==> src/rtl/cfb_pkg.sv <==
// ----------------------------------------------------------------------------
// cfb_pkg
// Shared types, constants and the CRC-16 byte update for the command frame
// builder.
// ----------------------------------------------------------------------------
`default_nettype none

package cfb_pkg;

  // Frame layout
  localparam int unsigned FrameLen = 12;
  localparam int unsigned CrcSpan  = 10;
  localparam int unsigned IdxW     = $clog2(FrameLen);

  localparam logic [IdxW-1:0] PosStart = IdxW'(0);
  localparam logic [IdxW-1:0] PosMode  = IdxW'(1);
  localparam logic [IdxW-1:0] PosValA  = IdxW'(2);
  localparam logic [IdxW-1:0] PosValB  = IdxW'(6);
  localparam logic [IdxW-1:0] PosCrcLo = IdxW'(CrcSpan);
  localparam logic [IdxW-1:0] PosCrcHi = IdxW'(CrcSpan + 1);
  localparam logic [IdxW-1:0] PosLast  = IdxW'(FrameLen - 1);

  localparam logic [7:0]  StartByte = 8'hAA;
  localparam logic [7:0]  DedupMode = 8'd2;
  localparam logic [15:0] CrcInit   = 16'hFFFF;
  localparam logic [15:0] CrcPoly   = 16'hA001;

  // One command
  typedef struct packed {
    logic [7:0]  mode;
    logic [31:0] value_a;
    logic [31:0] value_b;
  } cmd_t;

  // One frame byte
  typedef struct packed {
    logic [7:0] frame_byte;
    logic       last_byte;
  } result_t;

  // Modbus CRC-16 update over one byte, LSB first
  function automatic logic [15:0] crc_byte(input logic [15:0] crc,
                                           input logic [7:0]  b);
    logic [15:0] c;
    c = crc ^ {8'h00, b};
    for (int k = 0; k < 8; k++) begin
      if (c[0]) begin
        c = (c >> 1) ^ CrcPoly;
      end else begin
        c = c >> 1;
      end
    end
    return c;
  endfunction

endpackage

`default_nettype wire

==> src/rtl/cfb_dedup.sv <==
// ----------------------------------------------------------------------------
// cfb_dedup
// Input register with duplicate suppression: drops a mode 2 command equal to
// the last command passed on, and holds the rest for the serializer.
// ----------------------------------------------------------------------------
`default_nettype none

module cfb_dedup (
  input  wire logic         clk_i,
  input  wire logic         rst_ni,
  input  wire logic         in_valid_i,
  output logic              in_ready_o,
  input  wire cfb_pkg::cmd_t in_data_i,
  output logic              cmd_valid_o,
  input  wire logic         cmd_ready_i,
  output cfb_pkg::cmd_t     cmd_data_o
);
  import cfb_pkg::*;

  logic hold_valid_q, hold_valid_d;
  cmd_t hold_q;
  cmd_t prev_q;
  logic have_prev_q;
  logic accept;
  logic dup;

  // Accept when the holding register is empty or drains this cycle
  assign in_ready_o = !hold_valid_q || cmd_ready_i;
  assign accept     = in_valid_i && in_ready_o;

  // Flag a repeat of the previous sent command in mode 2
  assign dup = have_prev_q && (in_data_i.mode == DedupMode) && (in_data_i == prev_q);

  // Update holding register occupancy
  always_comb begin
    hold_valid_d = hold_valid_q;
    if (hold_valid_q && cmd_ready_i) begin
      hold_valid_d = 1'b0;
    end
    if (accept && !dup) begin
      hold_valid_d = 1'b1;
    end
  end

  // Track occupancy and the previous command
  always_ff @(posedge clk_i or negedge rst_ni) begin
    if (!rst_ni) begin
      hold_valid_q <= 1'b0;
      have_prev_q  <= 1'b0;
      prev_q       <= '0;
    end else begin
      hold_valid_q <= hold_valid_d;
      if (accept && !dup) begin
        have_prev_q <= 1'b1;
        prev_q      <= in_data_i;
      end
    end
  end

  // Capture the command payload
  always_ff @(posedge clk_i) begin
    if (accept && !dup) begin
      hold_q <= in_data_i;
    end
  end

  assign cmd_valid_o = hold_valid_q;
  assign cmd_data_o  = hold_q;

endmodule

`default_nettype wire

==> src/rtl/cfb_serializer.sv <==
// ----------------------------------------------------------------------------
// cfb_serializer
// Emits the 12-byte frame of one command, one byte per transfer, updating
// the CRC-16 as each covered byte leaves, through an output register.
// ----------------------------------------------------------------------------
`default_nettype none

module cfb_serializer (
  input  wire logic          clk_i,
  input  wire logic          rst_ni,
  input  wire logic          cmd_valid_i,
  output logic               cmd_ready_o,
  input  wire cfb_pkg::cmd_t cmd_data_i,
  output logic               out_valid_o,
  input  wire logic          out_ready_i,
  output cfb_pkg::result_t   out_data_o
);
  import cfb_pkg::*;

  logic            busy_q;
  logic [IdxW-1:0] idx_q;
  cmd_t            cmd_q;
  logic [15:0]     crc_q;
  logic            out_valid_q;
  result_t         out_q;
  logic            advance;
  logic            at_last;
  logic            load;
  logic [7:0]      cur_byte;

  // While busy, step one byte whenever the output register is free or drains
  assign advance     = busy_q && (!out_valid_q || out_ready_i);
  assign at_last     = (idx_q == PosLast);
  assign cmd_ready_o = !busy_q || (advance && at_last);
  assign load        = cmd_valid_i && cmd_ready_o;

  // Select the current frame byte
  always_comb begin
    case (idx_q) inside
      PosStart:                      cur_byte = StartByte;
      PosMode:                       cur_byte = cmd_q.mode;
      [PosValA:PosValA+IdxW'(3)]:    cur_byte = cmd_q.value_a[8*(idx_q-PosValA) +: 8];
      [PosValB:PosValB+IdxW'(3)]:    cur_byte = cmd_q.value_b[8*(idx_q-PosValB) +: 8];
      PosCrcLo:                      cur_byte = crc_q[7:0];
      PosCrcHi:                      cur_byte = crc_q[15:8];
      default:                       cur_byte = 8'h00;
    endcase
  end

  // Control: busy flag, byte index, output valid
  always_ff @(posedge clk_i or negedge rst_ni) begin
    if (!rst_ni) begin
      busy_q      <= 1'b0;
      idx_q       <= '0;
      out_valid_q <= 1'b0;
    end else begin
      if (advance) begin
        out_valid_q <= 1'b1;
      end else if (out_valid_q && out_ready_i) begin
        out_valid_q <= 1'b0;
      end
      if (load) begin
        busy_q <= 1'b1;
        idx_q  <= '0;
      end else if (advance) begin
        idx_q <= idx_q + IdxW'(1);
        if (at_last) begin
          busy_q <= 1'b0;
        end
      end
    end
  end

  // Datapath: command, running CRC, output byte
  always_ff @(posedge clk_i) begin
    if (advance) begin
      out_q.frame_byte <= cur_byte;
      out_q.last_byte  <= at_last;
      if (idx_q < PosCrcLo) begin
        crc_q <= crc_byte(crc_q, cur_byte);
      end
    end
    if (load) begin
      cmd_q <= cmd_data_i;
      crc_q <= CrcInit;
    end
  end

  assign out_valid_o = out_valid_q;
  assign out_data_o  = out_q;

endmodule

`default_nettype wire

==> src/rtl/command_frame_builder_crc16.sv <==
// ----------------------------------------------------------------------------
// command_frame_builder_crc16
// Builds a 12-byte serial frame (start, mode, two little-endian words,
// Modbus CRC-16) for each command, suppressing repeated mode 2 commands.
// ----------------------------------------------------------------------------
//
//  Channel   Handshake              Payload                      Dir
//  in        in_valid_i/in_ready_o  in_data_i  (mode, value_a/b)  in
//  out       out_valid_o/out_ready_i out_data_o (frame_byte,last) out
//
//  A sent command yields 12 byte transfers, one per cycle while out_ready_i
//  holds high; the byte serializer sets the command rate.
//  The first byte goes through the input, command and output registers.
//  A suppressed duplicate is dropped at the input with no output.
//  One command waits in the input register while a frame is emitted.
//  Reset clears the previous-command memory; the first command is sent.
// ----------------------------------------------------------------------------
`default_nettype none

module command_frame_builder_crc16 (
  input  wire logic             clk_i,
  input  wire logic             rst_ni,
  input  wire logic             in_valid_i,
  output logic                  in_ready_o,
  input  wire cfb_pkg::cmd_t    in_data_i,
  output logic                  out_valid_o,
  input  wire logic             out_ready_i,
  output cfb_pkg::result_t      out_data_o
);
  import cfb_pkg::*;

  logic cmd_valid;
  logic cmd_ready;
  cmd_t cmd_data;

  // Filter duplicates and hold the next command
  cfb_dedup u_dedup (
    .clk_i       (clk_i),
    .rst_ni      (rst_ni),
    .in_valid_i  (in_valid_i),
    .in_ready_o  (in_ready_o),
    .in_data_i   (in_data_i),
    .cmd_valid_o (cmd_valid),
    .cmd_ready_i (cmd_ready),
    .cmd_data_o  (cmd_data)
  );

  // Emit frame bytes with the CRC
  cfb_serializer u_serializer (
    .clk_i       (clk_i),
    .rst_ni      (rst_ni),
    .cmd_valid_i (cmd_valid),
    .cmd_ready_o (cmd_ready),
    .cmd_data_i  (cmd_data),
    .out_valid_o (out_valid_o),
    .out_ready_i (out_ready_i),
    .out_data_o  (out_data_o)
  );

endmodule

`default_nettype wire

==> config.mk <==
export PLATFORM = sky130hd
export DESIGN_NAME = command_frame_builder_crc16
export DESIGN_NICKNAME = d
export VERILOG_FILES = /design/src/rtl/cfb_pkg.sv /design/src/rtl/cfb_dedup.sv /design/src/rtl/cfb_serializer.sv /design/src/rtl/command_frame_builder_crc16.sv
export SDC_FILE = /design/constraint.sdc
export NUM_CORES = 1
export LEC_CHECK = 0
export BUFFER_PORTS_ARGS = -buffer_cell sky130_fd_sc_hd__buf_4
export CORE_UTILIZATION = 40
export CTS_BUF_LIST = sky130_fd_sc_hd__clkbuf_2 sky130_fd_sc_hd__clkbuf_4 sky130_fd_sc_hd__clkbuf_8
export DETAILED_ROUTE_END_ITERATION = 6
export GPL_TIMING_DRIVEN = 0
export SYNTH_ARGS = -nofsm -noshare
export SYNTH_HDL_FRONTEND = slang
export SYNTH_SLANG_ARGS = --single-unit
export TNS_END_PERCENT = 100
==> constraint.sdc <==
create_clock -name clk_i -period 8.63 [get_ports clk_i]
set_input_delay 0.4315 -clock clk_i [delete_from_list [all_inputs] [get_ports clk_i]]
set_output_delay 0.4315 -clock clk_i [all_outputs]
set_load 0.005 [all_outputs]
After elaboration in Yosys (flattened, before gate mapping)
Cells that the tools add are included.

Register bits: 249. Bits in latches: 0. Bits in writable memories: 0. Memory bits (read-only): 0. Input bits: 76. Output and inout bits: 11. Word-level logic and storage cells: 102. Memories: 0.

$add $sub $neg: 3. Multiply operators: 0. Divide/modulo/power cells: 0. Magnitude comparators: 5. Equality and inequality tests: 5. Shift operators: 2. Multiplexer cells: 37. Bitwise logic cells: 9. Reductions and logical operators: 24.

Operators with widths (count): 2-to-1 mux 16 bit (22); equality test 72 bit (1); variable part select 32 x 33 -> 8 bit (2); 2-to-1 mux 8 bit (6); inverter 2 -> 3 bit (8); XOR 16 x 8 -> 16 bit (1); logical AND 1 bit (10); equality test 4 bit (second input constant) (2); equality test 8 x 2 -> 1 bit (second input constant) (1); 2-to-1 mux 4 bit (2); nonzero test 2 bit (4); 2-to-1 mux 1 bit (7); subtractor 4 x 2 -> 5 bit (second input constant) (1); subtractor 4 x 3 -> 5 bit (second input constant) (1); adder 4 x 1 -> 4 bit (second input constant) (1); equality test 4 x 1 -> 1 bit (second input constant) (1); >= comparator 4 x 2 -> 1 bit (second input constant) (1); >= comparator 4 x 3 -> 1 bit (second input constant) (1); <= comparator 4 x 3 -> 1 bit (second input constant) (1); <= comparator 4 bit (second input constant) (1); logical NOT 1 bit (4); logical NOT 4 bit (1); less-than comparator 4 bit (second input constant) (1); AND reduction 2 bit (2); logical OR 1 bit (3).

Logic depth before layout (Yosys ltp)
Depth in word-level cells: 38. Mapped depth: 16. Depth with buffers taken out: 14.

Hierarchy
Synthesis repeated with hierarchy kept, for this count alone.

Cells, all modules: 735. Area, all modules: 10770.3 µm².

Modules (own cells, without submodules): cfb_dedup (instances 1, cells each 358, area an instance 5843.1 µm², sequential area each 4013.8 µm²); cfb_serializer (instances 1, cells each 377, area an instance 4927.2 µm², sequential area each 2902.8 µm²).

Worst setup path before layout
Ideal clock, no wire load.

Kind: register to register. Start point: reg u_serializer.idx_q[1]. End point: reg u_dedup.hold_q, in the netlist u_dedup.cmd_data_o[0], enable pin. Library setup time: 0.465 ns. Arrival time: 3.804 ns. Data required time: 8.165 ns. Slack: 4.361 ns. Cell stages (with the launch flop): 10. Buffers on the path: 2. Clock period less this slack: 4.269 ns. Cells stage by stage: dfrtp_1 > ha_1 > clkbuf_1 > nand2_1 > o21ai_0 > inv_1 > nand2_1 > nand2b_1 > inv_2 > clkbuf_1.

Longest elaborated chain between the ends: 6.

RTL lines: start: declaration (line cfb_serializer.sv:21) `logic [IdxW-1:0] idx_q;`; start signal: assignment (line cfb_serializer.sv:66) `idx_q <= idx_q + IdxW'(1);`; equality test 4 bit (line cfb_serializer.sv:33) `assign at_last = (idx_q == PosLast);`; logical AND 1 bit (line cfb_serializer.sv:34) `assign cmd_ready_o = !busy_q || (advance && at_last);`; logical OR 1 bit (line cfb_serializer.sv:34); logical OR 1 bit (line cfb_dedup.sv:28) `assign in_ready_o = !hold_valid_q || cmd_ready_i;`; via in_ready_o (line command_frame_builder_crc16.sv:24) `output logic in_ready_o,`; logical AND 1 bit (line cfb_dedup.sv:29) `assign accept = in_valid_i && in_ready_o;`; logical AND 1 bit (line cfb_dedup.sv:62) `if (accept && !dup) begin`; end signal: assignment (line cfb_dedup.sv:63) `hold_q <= in_data_i;`; end: declaration (line cfb_dedup.sv:21) `cmd_t hold_q;`.

The timed path passes the listed nets, and every way through them passes these cells. A chain may end at the register's enable or synchronous reset.

Worst setup path in the final report
Start point: reg u_serializer.idx_q[1]. End point: reg u_serializer.crc_q[0].

Longest elaborated chain between the ends: 31. Elaborated cells on any way between the ends: 55. Those cells by class: add/sub (2); order compare (5); eq/ne (3); shift (2); mux (28); bitwise (8); reduce/logical (7).

RTL lines: branches (longest 6 deep; another with subtractor 4 x 3 -> 5 bit); 2-to-1 mux 8 bit * (line cfb_serializer.sv:39) `case (idx_q) inside`; via u_serializer.cur_byte[2] (line cfb_serializer.sv:29) `logic [7:0] cur_byte;`; XOR 16 x 8 -> 16 bit * (line cfb_pkg.sv:45) `c = crc ^ {8'h00, b};`; 2-to-1 mux 16 bit * (line cfb_pkg.sv:47) `if (c[0]) begin`; 2-to-1 mux 16 bit * (line cfb_serializer.sv:79) `if (idx_q < PosCrcLo) begin`; 2-to-1 mux 16 bit * (line cfb_serializer.sv:76) `if (advance) begin`; inverter 2 -> 3 bit (no source line); [... 11 more ...]; 2-to-1 mux 16 bit * (line cfb_serializer.sv:76); 2-to-1 mux 16 bit * (line cfb_pkg.sv:47); 2-to-1 mux 16 bit * (line cfb_serializer.sv:79); 2-to-1 mux 16 bit * (line cfb_serializer.sv:76); 2-to-1 mux 16 bit * (line cfb_pkg.sv:47); 2-to-1 mux 16 bit * (line cfb_serializer.sv:79); 2-to-1 mux 16 bit * (line cfb_serializer.sv:76); 2-to-1 mux 16 bit * (line cfb_pkg.sv:47); end signal: assignment (line cfb_serializer.sv:80) `crc_q <= crc_byte(crc_q, cur_byte);`; end signal: assignment (line cfb_serializer.sv:85) `crc_q <= CrcInit;`; end: declaration (line cfb_serializer.sv:23) `logic [15:0] crc_q;`.

Mark *: on every way through the listed nets, which the timed path passes. The select of a mux whose other input is x is not followed.

==> out/qor.yml <==
sta:
  report.final.hold_viol_count: 0
  tightest_slew_ns: 1.104
  max_slew_margin: 0.2641
  skew_ns: 0.03447
  finalSetupTns_ns: 0
  rsz0062_at_grt: "no"
  finalSetupViolCount: 0
  period_needed_ns: 4.748
  period_share: 0.5502
  max_freq_ghz: 0.2106
  timing_max_transition_violations_final: 0
route:
  drc: 0
  ant_nets: 0
  vias: 6635
  via_per_inst: 5.004
  dr.first_iter.drc_count: 465
  wl_um: 24780
  routedWlPerCell_um: 18.68
  first_pass_iters: 5
setup_path:
  startpoint: "u_serializer.idx_q[1]$_DFFE_PN0P_"
  end_kind: "flip-flop"
  rrSetupSlack_ns: 3.88
  critical_path_class: "flip-flop to flip-flop"
  critPathLaunchType: "flip-flop"
  r2r-end: "u_serializer.crc_q[0]$_SDFFE_PP1P_"
  r2r_cells: 15
  reg2reg_from: "u_serializer.idx_q[1]$_DFFE_PN0P_"
  required_ns: 9.06
  crit_arrival_ns: 5.18
  cp_max_fo: 10
  endpoint: "u_serializer.crc_q[0]$_SDFFE_PP1P_"
clock_network:
  cts_max_path_buffers: 3
  root_buffer: "clkbuf_8"
  cts_setup_buffers: 0
  cts_buffers: 42
  clock-sinks: 249
  cts_resized: 0
  htree_levels: 2
  cts_tree: "done"
  clock_latency_ns: 0.56
  ctsHoldBuffers: 0
  clk_transition_reported_paths_ns: 0.07
layout:
  syn_to_final_growth_pct: 19.10
  drive_above_1_share: 0.1958
  layout.cells.most_common: "nand2_1"
  finalNonFillerCells: 1326
  fillers: 2302
  num-nets-final: 1050
  most-common-layout-cells: "246 x nand2_1, 153 x edfxtp_1, 87 x buf_4"
  design_area_um2: 12470
  antennaDiodeCount: 0
floorplanning:
  boundaryPins: 87
  core-area_um2: 25400
  row_count: 58
  die_x_um: 163.8
  die_area_um2: 26820
  die_y_um: 163.8
  initial_core_util: 0.4122
power:
  vdd_ir_drop_max_mv: 0.4708
  p_per_area_nw_per_um2: 389.7
  leakage_uw: 0.005080
  power.total_uw: 4859
yosys:
  ys_dominant_reg_cell: "edfxtp_1"
  synth.avg_cell_area_um2: 12.58
  synth_edf_count: 153
  ys_seq_area_frac: 0.6607
  yosysWarningCount: 0
  syn_nets: 918
  syn_inst: 832
  synth_cell_types: 69
  async_flop_share: 0.3213
  syn_area_um2: 10470
  synth_seq_cells: 249
placement:
  dp_cells: 1250
  dp_hpwl_um: 17370
  portBuffers: 86
  gp_congestion: 0.8679
  dpl-instance-area_um2: 11590
worst_hold_path:
  holdCritPathClass: "input pin to flip-flop"
  holdPathStages: 1
global_route:
  grt_use_total: 0.1918
  grt_max_degree: 81
  grt_pass1_wl_um: 37880
  overflow: 0
  grt_pass1_vias: 6584
  grt_antenna_before_repair: 0
outcome:
  outcome: "finished, final reports clean"
job:
  maxCapViolations: 0
[sequential cells by signal, summed over array words and instances, names as in the netlist]
register                  count
u_dedup.cmd_data_o           72
u_dedup.prev_q               72
u_serializer.cmd_q           72
u_serializer.crc_q           16
u_serializer.out_data_o       9
u_serializer.idx_q            4
u_dedup.cmd_valid_o           1
u_dedup.have_prev_q           1
u_serializer.busy_q           1
u_serializer.out_valid_o      1
[per-stage QoR]
| step | hold slack (ns) | setup WS [ns] | utilization |
|---|---|---|---|
| after detailed placement | 0.4045 | 3.845 | 0.4563 |
| after global placement | 0.4002 | 2.592 | 0.4538 |
| after global routing | 0.04134 | 3.550 | 0.4909 |
| final | 0.06739 | 3.882 | 0.4909 |
| after floorplan | 0.1359 | 4.361 | - |
| after CTS | 0.04025 | 3.856 | 0.4909 |
[cells by family after synthesis]
| group | share of synthesized area |
|---|---|
| compound gates | 0.06418 |
| xor+xnor | 0.07984 |
| fa+ha+maj | 0.01195 |
| buf+inv | 0.02223 |
| flops | 0.6607 |
| mux | 0.03406 |
| simple gates | 0.1271 |
[layer usage]
metal	global-route usage	part of all wire
met5	0	0
met3	0.03308	0.053
met2	0.3112	0.48
met1	0.2554	0.44
met4	0.07828	0.029
[worst max-delay path, cell delays in order (launching register included)]
cell	delay, ns
dfrtp_1	0.58
buf_1	0.62
inv_1	0.21
ha_1	0.39
or3b_1	0.36
buf_2	0.17
o22ai_1	0.23
a21oi_1	0.08
a311o_1	0.36
a21oi_4	0.23
xnor3_1	0.47
xnor3_2	0.31
nor2_1	0.06
a221oi_1	0.30
o21a_1	0.18
o211ai_2	0.08
[synth_stat cells, drive strengths merged (10+ instances only)]
library cell    n  area share
dfxtp          16       0.031
inv            26      0.0093
nor4           13      0.0078
nor2           13      0.0049
xnor2          39       0.036
edfxtp        153        0.44
o21ai          28       0.014
dfrtp          80        0.19
nand4          11      0.0066
o22ai          11      0.0072
mux4           10       0.022
nand2         246       0.088
ha             10       0.012
clkbuf         23      0.0084
mux2i          12       0.011
xor2           43       0.037
a21oi          16      0.0087
[area by class of cell]
class / instances / area, µm² / area share
repair buffers: 88 / 700.7 / 0.05620
clock inverters: 15 / 127.6 / 0.01024
inverters: 27 / 103.9 / 0.008329
flip-flops and latches: 249 / 6917 / 0.5547
clock buffers: 61 / 752.0 / 0.06031
plain buffers: 29 / 135.1 / 0.01084
well taps: 330 / 412.9 / 0.03312
multi-input cells: 527 / 3319 / 0.2662
[how the worst min path moves through the flow]
stage | start | endpoint | slack [ns]
global route | in_data_i[23] | u_dedup.cmd_data_o[23]$_DFFE_PP_ | 0.04
global placement | u_dedup.cmd_data_o[69]$_DFFE_PP_ | u_serializer.cmd_q[69]$_DFFE_PP_ | 0.40
finish | in_data_i[23] | u_dedup.cmd_data_o[23]$_DFFE_PP_ | 0.07
detailed placement | u_dedup.cmd_data_o[10]$_DFFE_PP_ | u_serializer.cmd_q[10]$_DFFE_PP_ | 0.40
floorplan | rst_ni | u_dedup.cmd_valid_o$_DFFE_PN0P_ | 0.14
CTS | in_data_i[23] | u_dedup.cmd_data_o[23]$_DFFE_PP_ | 0.04
[power breakdown]
| part | switching, µW | leakage, µW | internal, µW |
|---|---|---|---|
| combinational | 1100 | 0.00211 | 917 |
| clock | 467 | 0.000470 | 623 |
| sequential | 184 | 0.00250 | 1570 |
| total | 1750 | 0.00508 | 3110 |
Note: power is estimated with default switching activity, not from simulation.
